**src/sv/ffpa_pkg.sv**
```systemverilog
// ----------------------------------------------------------------------------
// ffpa_pkg
// shared types and codes of the first-fit fixed-partition allocator
// ----------------------------------------------------------------------------
package ffpa_pkg;

  localparam int unsigned MemW  = 20;
  localparam int unsigned SizeW = 16;
  localparam int unsigned PidW  = 6;

  // actions
  localparam logic [1:0] ACT_DEFINE = 2'd0;
  localparam logic [1:0] ACT_INSERT = 2'd1;
  localparam logic [1:0] ACT_DELETE = 2'd2;
  localparam logic [1:0] ACT_NOP    = 2'd3;

  // status codes
  localparam logic [3:0] ST_ACCEPT   = 4'd0;
  localparam logic [3:0] ST_REJECT   = 4'd1;
  localparam logic [3:0] ST_PLACED   = 4'd2;
  localparam logic [3:0] ST_TOOLARGE = 4'd3;
  localparam logic [3:0] ST_EXISTS   = 4'd4;
  localparam logic [3:0] ST_NOSPACE  = 4'd5;
  localparam logic [3:0] ST_INTFRAG  = 4'd6;
  localparam logic [3:0] ST_EXTFRAG  = 4'd7;
  localparam logic [3:0] ST_REMOVED  = 4'd8;
  localparam logic [3:0] ST_ABSENT   = 4'd9;
  localparam logic [3:0] ST_FULL     = 4'd10;

  // controller to datapath
  typedef struct packed {
    logic latch_in;     // capture input item
    logic do_define;    // commit define
    logic scan_clr;     // scan index to zero
    logic scan_inc;     // advance scan index
    logic place;        // place process at scan index
    logic do_delete;    // free process
    logic set_result;   // load result register
    logic [3:0] status; // status for result
    logic idx_scan;     // result index from scan index
    logic idx_proc;     // result index from proc table
  } ffpa_cmd_t;

  // datapath to controller
  typedef struct packed {
    logic [1:0] action;
    logic       table_full;
    logic       too_large;
    logic       id_out;
    logic       present;
    logic       no_space;
    logic       def_ok;
    logic       scan_done;  // scan index past last partition
    logic       fit_hit;    // current entry is empty and fits
    logic       frag_hit;   // current entry slack fits
  } ffpa_stat_t;

endpackage

```
**src/sv/ffpa_ctrl.sv**
```systemverilog
// ----------------------------------------------------------------------------
// ffpa_ctrl
// sequencer: decodes the action and steps the first-fit and slack scans
// ----------------------------------------------------------------------------
module ffpa_ctrl import ffpa_pkg::*; (
  input  logic       clk,
  input  logic       rst_n,
  input  logic       in_fire,
  output logic       busy,
  input  logic       out_free,   // result register empty or being taken
  input  ffpa_stat_t stat,
  output ffpa_cmd_t  cmd
);

  localparam logic [2:0] S_IDLE   = 3'd0;
  localparam logic [2:0] S_DEC    = 3'd1;
  localparam logic [2:0] S_FIT    = 3'd2;
  localparam logic [2:0] S_PRE    = 3'd3;
  localparam logic [2:0] S_FRAG   = 3'd4;
  localparam logic [2:0] S_WAIT   = 3'd5;
  localparam logic [2:0] S_FWAIT  = 3'd6;

  logic [2:0] state_r, state_nxt;

  always_ff @(posedge clk) begin
    if (!rst_n) state_r <= S_IDLE;
    else        state_r <= state_nxt;
  end

  assign busy = (state_r != S_IDLE);

  always_comb begin
    cmd = '0;
    state_nxt = state_r;
    unique case (state_r)
      S_IDLE: begin
        cmd.latch_in = in_fire;
        if (in_fire) state_nxt = S_DEC;
      end
      S_DEC: begin
        if (!out_free) begin
          state_nxt = S_DEC;
        end else begin
          state_nxt = S_IDLE;
          unique case (stat.action)
            ACT_DEFINE: begin
              cmd.set_result = 1'b1;
              cmd.idx_scan   = 1'b0;
              if (stat.table_full) cmd.status = ST_FULL;
              else begin
                cmd.do_define = 1'b1;
                cmd.status = stat.def_ok ? ST_ACCEPT : ST_REJECT;
              end
            end
            ACT_INSERT: begin
              priority if (stat.too_large) begin
                cmd.set_result = 1'b1; cmd.status = ST_TOOLARGE;
              end else if (stat.id_out) begin
                cmd.set_result = 1'b1; cmd.status = ST_NOSPACE;
              end else if (stat.present) begin
                cmd.set_result = 1'b1; cmd.status = ST_EXISTS; cmd.idx_proc = 1'b1;
              end else if (stat.no_space) begin
                cmd.set_result = 1'b1; cmd.status = ST_NOSPACE;
              end else begin
                cmd.scan_clr = 1'b1;
                state_nxt = S_FWAIT;
              end
            end
            ACT_DELETE: begin
              cmd.set_result = 1'b1;
              if (stat.id_out || !stat.present) cmd.status = ST_ABSENT;
              else begin
                cmd.do_delete = 1'b1; cmd.status = ST_REMOVED; cmd.idx_proc = 1'b1;
              end
            end
            default: ;
          endcase
        end
      end
      S_FWAIT: state_nxt = S_FIT;  // wait for the registered partition size read
      S_FIT: begin
        priority if (stat.scan_done) begin
          cmd.scan_clr = 1'b1;
          state_nxt = S_PRE;
        end else if (stat.fit_hit) begin
          cmd.place = 1'b1; cmd.set_result = 1'b1;
          cmd.status = ST_PLACED; cmd.idx_scan = 1'b1;
          state_nxt = S_IDLE;
        end else begin
          cmd.scan_inc = 1'b1;
          state_nxt = S_FWAIT;
        end
      end
      S_PRE: state_nxt = S_FRAG;  // wait for the registered held-size read
      S_FRAG: begin
        priority if (stat.scan_done) begin
          cmd.set_result = 1'b1; cmd.status = ST_EXTFRAG;
          state_nxt = S_IDLE;
        end else if (stat.frag_hit) begin
          cmd.set_result = 1'b1; cmd.status = ST_INTFRAG;
          state_nxt = S_IDLE;
        end else begin
          cmd.scan_inc = 1'b1;
          state_nxt = S_WAIT;
        end
      end
      S_WAIT: state_nxt = S_FRAG;
      default: state_nxt = S_IDLE;
    endcase
  end

endmodule

```
**src/sv/ffpa_dp.sv**
```systemverilog
// ----------------------------------------------------------------------------
// ffpa_dp
// partition and process tables, totals and result register
// ----------------------------------------------------------------------------
module ffpa_dp import ffpa_pkg::*; #(
  parameter int unsigned PART_SLOTS = 64,
  parameter int unsigned PROC_SLOTS = 64
) (
  input  logic             clk,
  input  logic             rst_n,
  input  logic [MemW-1:0]  total_memory,
  input  logic [1:0]       in_action,
  input  logic [PidW-1:0]  in_pid,
  input  logic [SizeW-1:0] in_size,
  input  ffpa_cmd_t        cmd,
  output ffpa_stat_t       stat,
  input  logic             out_take,
  output logic             out_valid,
  output logic             out_free,
  output logic [3:0]       out_status,
  output logic [PidW-1:0]  out_index,
  output logic [MemW-1:0]  out_remaining,
  output logic [MemW-1:0]  out_unused
);

  localparam int unsigned PaW = (PART_SLOTS > 1) ? $clog2(PART_SLOTS) : 1;
  localparam int unsigned PrW = (PROC_SLOTS > 1) ? $clog2(PROC_SLOTS) : 1;
  localparam int unsigned PcW = $clog2(PART_SLOTS + 1);

  // memories
  logic [SizeW-1:0] part_size_m [PART_SLOTS];
  logic [SizeW-1:0] part_held_m [PART_SLOTS];  // size of the resident process
  logic [SizeW-1:0] proc_size_m [PROC_SLOTS];
  logic [PaW-1:0]   proc_part_m [PROC_SLOTS];
  // flag vectors
  logic [PART_SLOTS-1:0] part_valid_r, part_busy_r;
  logic [PROC_SLOTS-1:0] proc_present_r;

  logic [PcW-1:0]   part_count_r;
  logic [MemW-1:0]  psum_r, used_r;
  logic [SizeW-1:0] largest_r;
  logic [1:0]       act_r;
  logic [PidW-1:0]  pid_r;
  logic [SizeW-1:0] size_r;
  logic [PcW-1:0]   scan_r;
  logic [SizeW-1:0] held_r, psz_r;
  logic             own_r;

  logic [MemW-1:0] remaining, unused;
  logic [PrW-1:0]  pid_idx, rd_pid;
  logic [PaW-1:0]  scan_idx, cnt_idx;
  logic            pid_in;

  assign remaining = (total_memory >= psum_r) ? total_memory - psum_r : '0;
  assign unused    = (psum_r >= used_r) ? psum_r - used_r : '0;
  assign pid_idx   = PrW'(pid_r);
  assign rd_pid    = cmd.latch_in ? PrW'(in_pid) : pid_idx;
  assign pid_in    = (PidW'(pid_r) < PidW'(PROC_SLOTS)) || (PROC_SLOTS >= 64);
  assign scan_idx  = scan_r[PaW-1:0];
  assign cnt_idx   = part_count_r[PaW-1:0];

  always_comb begin
    stat.action     = act_r;
    stat.table_full = (part_count_r == PcW'(PART_SLOTS));
    stat.too_large  = (size_r > largest_r);
    stat.id_out     = !pid_in;
    stat.present    = pid_in && proc_present_r[pid_idx];
    stat.no_space   = (MemW'(size_r) > unused);
    stat.def_ok     = (MemW'(size_r) <= remaining);
    stat.scan_done  = (scan_r >= part_count_r);
    stat.fit_hit    = part_valid_r[scan_idx] && !part_busy_r[scan_idx]
                      && (size_r <= psz_r);
    stat.frag_hit   = own_r && (psz_r >= held_r)
                      && ((psz_r - held_r) >= size_r);
  end

  // tables: sizes and proc slot info
  always_ff @(posedge clk) begin
    if (cmd.do_define && !stat.table_full) part_size_m[cnt_idx] <= size_r;
    if (cmd.place) begin
      proc_size_m[pid_idx] <= size_r;
      proc_part_m[pid_idx] <= scan_idx;
      part_held_m[scan_idx] <= size_r;
    end
    // registered reads for both scans
    held_r <= part_held_m[scan_idx];
    psz_r  <= part_size_m[scan_idx];
    own_r  <= part_busy_r[scan_idx];
  end

  always_ff @(posedge clk) begin
    if (cmd.latch_in) begin
      act_r <= in_action; pid_r <= in_pid; size_r <= in_size;
    end
    if (cmd.scan_clr)      scan_r <= '0;
    else if (cmd.scan_inc) scan_r <= scan_r + 1'b1;
  end

  // process entry read, addressed by the incoming item while it is taken
  logic [SizeW-1:0] del_size;
  logic [PaW-1:0]   del_part;
  always_ff @(posedge clk) begin
    del_size <= proc_size_m[rd_pid];
    del_part <= proc_part_m[rd_pid];
  end

  always_ff @(posedge clk) begin
    if (!rst_n) begin
      part_valid_r   <= '0;
      part_busy_r    <= '0;
      proc_present_r <= '0;
      part_count_r   <= '0;
      psum_r         <= '0;
      used_r         <= '0;
      largest_r      <= '0;
    end else begin
      if (cmd.do_define) begin
        part_count_r <= part_count_r + 1'b1;
        part_busy_r[cnt_idx]  <= 1'b0;
        part_valid_r[cnt_idx] <= stat.def_ok;
        if (stat.def_ok) begin
          psum_r <= psum_r + MemW'(size_r);
          if (size_r > largest_r) largest_r <= size_r;
        end
      end
      if (cmd.place) begin
        part_busy_r[scan_idx]   <= 1'b1;
        proc_present_r[pid_idx] <= 1'b1;
        used_r <= used_r + MemW'(size_r);
      end
      if (cmd.do_delete) begin
        part_busy_r[del_part]   <= 1'b0;
        proc_present_r[pid_idx] <= 1'b0;
        used_r <= (used_r >= MemW'(del_size)) ? used_r - MemW'(del_size) : '0;
      end
    end
  end

  // result register; totals are post-action and captured in the cycle after the status
  logic res_pend_r;
  always_ff @(posedge clk) begin
    if (!rst_n) begin
      out_valid  <= 1'b0;
      res_pend_r <= 1'b0;
    end else begin
      res_pend_r <= cmd.set_result;
      if (res_pend_r)    out_valid <= 1'b1;
      else if (out_take) out_valid <= 1'b0;
    end
  end

  always_ff @(posedge clk) begin
    if (cmd.set_result) begin
      out_status <= cmd.status;
      if (cmd.idx_scan)      out_index <= PidW'(scan_idx);
      else if (cmd.idx_proc) out_index <= PidW'(del_part);
      else if (cmd.status == ST_ACCEPT || cmd.status == ST_REJECT)
        out_index <= PidW'(cnt_idx);
      else                   out_index <= '0;
    end
    if (res_pend_r) begin
      out_remaining <= remaining;
      out_unused    <= unused;
    end
  end

  assign out_free = !res_pend_r && (!out_valid || out_take);

endmodule

```
**src/sv/first_fit_fixed_partition_alloc_top.sv**
```systemverilog
// ----------------------------------------------------------------------------
// first_fit_fixed_partition_alloc_top
// fixed-partition allocator with first-fit placement
// ----------------------------------------------------------------------------
// one item at a time: after an item is taken the block decodes it (waiting
// while the result register is not free); define, delete and every refused
// insert then return to ready, the result valid once set_result and res_pend_r
// are registered; an insert that scans walks the partitions first-fit and then
// for slack, each step waiting on registered reads of the size tables; no
// clearing pass after reset
module first_fit_fixed_partition_alloc_top import ffpa_pkg::*; #(
  parameter int unsigned PART_SLOTS = 64,
  parameter int unsigned PROC_SLOTS = 64
) (
  input  logic        clk,
  input  logic        rst_n,
  input  logic        cfg_valid,
  output logic        cfg_ready,
  input  logic [23:0] cfg_data,        // total_memory [19:0]
  input  logic        in_tvalid,
  output logic        in_tready,
  input  logic [23:0] in_tdata,        // action [1:0], process_id [7:2], request_size [23:8]
  output logic        out_tvalid,
  input  logic        out_tready,
  output logic [55:0] out_tdata        // status [3:0], partition_index [9:4],
                                       // remaining_memory [29:10], unused_space [49:30]
);

  logic [MemW-1:0] total_r;
  ffpa_cmd_t  cmd;
  ffpa_stat_t stat;
  logic busy, out_free, in_fire, nop;
  logic [3:0]      st;
  logic [PidW-1:0] idx;
  logic [MemW-1:0] rem, unu;

  assign cfg_ready = 1'b1;
  always_ff @(posedge clk) begin
    if (!rst_n)         total_r <= '0;
    else if (cfg_valid) total_r <= cfg_data[MemW-1:0];
  end

  // no-operation items are taken and dropped
  assign in_tready = !busy;
  assign nop       = (in_tdata[1:0] == ACT_NOP);
  assign in_fire   = in_tvalid && !busy && !nop;

  ffpa_ctrl u_ctrl (
    .clk, .rst_n, .in_fire, .busy, .out_free, .stat, .cmd
  );

  ffpa_dp #(.PART_SLOTS(PART_SLOTS), .PROC_SLOTS(PROC_SLOTS)) u_dp (
    .clk, .rst_n,
    .total_memory (total_r),
    .in_action    (in_tdata[1:0]),
    .in_pid       (in_tdata[7:2]),
    .in_size      (in_tdata[23:8]),
    .cmd, .stat,
    .out_take     (out_tready),
    .out_valid    (out_tvalid),
    .out_free,
    .out_status   (st),
    .out_index    (idx),
    .out_remaining(rem),
    .out_unused   (unu)
  );

  assign out_tdata = {6'd0, unu, rem, idx, st};

endmodule

```
**config.mk**
```make
export PLATFORM = sky130hd
export DESIGN_NAME = first_fit_fixed_partition_alloc_top
export DESIGN_NICKNAME = d
export VERILOG_FILES = /design/src/sv/ffpa_pkg.sv /design/src/sv/ffpa_ctrl.sv /design/src/sv/ffpa_dp.sv /design/src/sv/first_fit_fixed_partition_alloc_top.sv
export SDC_FILE = /design/constraint.sdc
export NUM_CORES = 2
export LEC_CHECK = 0
export BUFFER_PORTS_ARGS = -buffer_cell sky130_fd_sc_hd__buf_2
export CAP_MARGIN = 15
export CORE_MARGIN = 2
export CORE_UTILIZATION = 45
export CTS_BUF_LIST = sky130_fd_sc_hd__clkbuf_4 sky130_fd_sc_hd__clkbuf_8 sky130_fd_sc_hd__clkbuf_16
export DETAILED_ROUTE_END_ITERATION = 10
export PLACE_DENSITY_LB_ADDON = 0.08
export SLEW_MARGIN = 15
export SYNTH_ARGS = -nofsm -noshare
export SYNTH_HDL_FRONTEND = slang
export SYNTH_SLANG_ARGS = --single-unit
```
**constraint.sdc**
```tcl
create_clock -name clk -period 7 [get_ports clk]
set_input_delay 0 -clock clk [delete_from_list [all_inputs] [get_ports clk]]
set_output_delay 0 -clock clk [all_outputs]
set_load 0.01 [all_outputs]
```
==> flow_summary.json <==
{
  "multi_input_area_um2": 38000,
  "cpPeakStageDelay_ns": 0.84,
  "ys_types": 88,
  "setup_slack_ns": 0.859,
  "r2r-start": "u_dp.psum_r[1]",
  "fill_cells": 28300,
  "hold_violations": 0,
  "fin_crit_ns": 6.14,
  "status": "complete, no violations",
  "core_area_um2": 340000,
  "die_area_um2": 346000,
  "synthArstFlopShare": 0,
  "numClockSinks": 3872,
  "rsz0062_at_grt": "false",
  "drc": 0,
  "dp.cells": 15200,
  "cts_resized": 0,
  "grt_pass1_vias": 94900,
  "num_vias": 98100,
  "num-nets-final": 11400,
  "antenna_found_initial": 21,
  "place_area_um2": 161000,
  "cp_max_fo": 24,
  "slowest_stage": "nor3_4",
  "row_count": 214,
  "vias_per_cell": 6.12,
  "cp_top_family": "compound AO/OA/AOI/OAI gates",
  "antenna_left": 0,
  "r2r_cells": 22,
  "maxSlewViolCount": 0,
  "regArea_um2": 113000,
  "grt_usage": 0.280,
  "powerDensity_nw_per_um2": 313,
  "gp_congestion": 0.909,
  "p_leak_nw": 58.5,
  "grt_max_degree": 152,
  "wirelength_um": 496000,
  "setup_viol": 0,
  "die_h_um": 588,
  "ys_ff_latch": 3872,
  "ir_drop_mv": 0.249,
  "fin_crit_sh": 0.877,
  "io_buffer_count": 100,
  "clkTransAtPathRegs_ns": 0.07,
  "initial_core_util": 0.452,
  "drt_iter0_drc": 11000,
  "synth_common_cells": "3524 x edfxtp_1, 1618 x nand2_1, 801 x nand3_1, 712 x a22oi_1, 530 x clkbuf_1",
  "cp.buffers_inverters": 1,
  "place_ws_ns": 1.00,
  "cp_cell_sequence": "inv_1 -> fa_1 -> a21oi_1 -> o21ai_0 -> a2111oi_0 -> nor2_1 -> a21o_1 -> a21oi_1 -> o21ai_0 -> xor2_1 -> nand2_1 -> ha_1 -> a21o_1 -> a21o_1 -> a21oi_1 -> nand2_1 -> nor3_1 -> a211o_1 -> nor4_1 -> a31o_4 -> nor3_4 -> mux2i_1",
  "cts-root-buf": "clkbuf_16",
  "critPathLaunch": "u_dp.psum_r[1]",
  "synth_top_area_share": 0.689,
  "cp-start-kind": "flip-flop",
  "post-route-cell-area_um2": 176000,
  "power.total_mw": 55.1,
  "required_ns": 7.87,
  "rrSetupSlack_ns": 0.86,
  "areaGrowthSynthToFinish_pct": 14.7,
  "firstDrtPassIters": 8,
  "utilization": 0.518,
  "wl_per_cell_um": 30.9,
  "grt_pass1_wl_um": 701000,
  "htree_num_levels": 5,
  "postCtsSetupBuffers": 0,
  "grt_overflow": 0,
  "worstSetupPathDepth": 22,
  "die_w_um": 588,
  "rr_endpoint": "u_dp.largest_r[14]",
  "hold_slack_ns": 0.0851,
  "cts_tree": "built",
  "hpwl_um": 282000,
  "cp-endpoint": "u_dp.largest_r[14]",
  "tns_ns": 0,
  "hp-start": "out_tready",
  "layout-drive-gt1-share": 0.139,
  "slew_headroom": 0.142,
  "cp.arrival_ns": 7.02,
  "synth_area_um2": 154000,
  "maxCapViolations": 0,
  "ys.flop_type": "edfxtp_1",
  "crit_path_end_kind": "flip-flop",
  "synth_warnings": 0,
  "insertion_delay_ns": 1.01,
  "yosysTopAreaCell": "edfxtp_1",
  "worst_pin_slew_ns": 1.27,
  "syn_area_per_cell_um2": 14.2,
  "worstHoldPathType": "in -> reg",
  "clock-skew-final_ns": 0.0774,
  "synthTopCellsByArea": "edfxtp_1 69%, dfxtp_1 4.5%, nand2_1 4.0%",
  "synthCells": 10800,
  "path_class": "reg -> reg",
  "yosysMostFrequentCell": "edfxtp_1",
  "clock_path_buffers": 4,
  "stdcell_count": 16000,
  "max_freq_mhz": 163,
  "synth_enable_flop_cells": 3524,
  "cts_hold_buf": 101,
  "io_pins": 112,
  "cts_buffers": 408,
  "yosysSeqAreaShare": 0.735
}
## where the power goes
part / internal (mW) / switching, mW
registers: 25.5 / 0.228
logic: 2.11 / 5.32
clock network: 12.9 / 9.05
total: 40.5 / 14.6
## tightest hold or removal path: cells and delay by family
family          cells  cell delay, ns
compound gates      1            0.05
buf+inv             4            0.86
simple gates        1            0.09
## metal layers
metal  global-route usage  vias to the layer above  routed length [µm]
li1                     -                    42900                   -
met1                0.383                    50700              207000
met2                0.461                     3750              238000
met3               0.0322                      773               30700
met4                0.103                        6               19600
met5                    0                        -                  47
## cell usage in the layout, fill, tap and decap left out, types with 161 or more instances in the layout
cell	Yosys	final
a22oi_1	712	712
a311oi_1	247	247
clkbuf_16	0	419
dfxtp_1	348	341
a221oi_1	177	177
inv_1	214	211
nand2_1	1618	1618
ha_1	198	198
a31oi_1	163	161
nand3_1	801	801
nor2_1	396	210
edfxtp_1	3524	3524
buf_4	9	346
a21oi_1	242	241
## final cells by class
cell class              count  area share
flip-flops and latches   3872       0.641
diodes                     16    0.000227
well taps                4536      0.0322
inverters                 220     0.00480
multi-input cells        6042       0.216
repair buffers            594      0.0288
clock buffers             541      0.0654
clock inverters           212      0.0122
## worst min-delay path by stage
stage	slack (ns)	end	cells past startpoint
global placement	0.18	u_dp.size_r[6]	1
detailed placement	0.18	u_dp.size_r[6]	1
floorplan	0.1	u_dp.act_r[0]	0
finish	0.09	u_dp.out_valid	6
global route	0.12	u_dp.out_valid	6
CTS	0.02	u_dp.out_valid	6
## cells by family after synthesis
| logic type | Yosys count | synth area share |
|---|---|---|
| AOI/OAI and AO/OA | 2305 | 0.114 |
| xor gates and xnor gates | 79 | 0.00451 |
| adders and majority gates | 204 | 0.0169 |
| buffers and inverters | 920 | 0.0235 |
| DFF | 3872 | 0.735 |
| muxes | 109 | 0.00945 |
| other | 2 | 0.0000489 |
| and+or+nand+nor | 3338 | 0.0966 |
## state kept, by name, summed over array words and instances, names as in the netlist, 6 cells and up
register,cells
u_dp.part_held_m,1024
u_dp.part_size_m,1024
u_dp.proc_size_m,1024
u_dp.proc_part_m,384
u_dp.part_busy_r,64
u_dp.part_valid_r,64
u_dp.proc_present_r,64
total_r,20
u_dp.out_remaining,20
u_dp.out_unused,20
u_dp.psum_r,20
u_dp.used_r,20
u_dp.del_size,16
u_dp.held_r,16
u_dp.largest_r,16
u_dp.psz_r,16
u_dp.size_r,16
u_dp.part_count_r,7
u_dp.scan_r,7
u_dp.del_part,6
u_dp.out_index,6
u_dp.pid_idx,6
(Power assumes the default switching activity.)
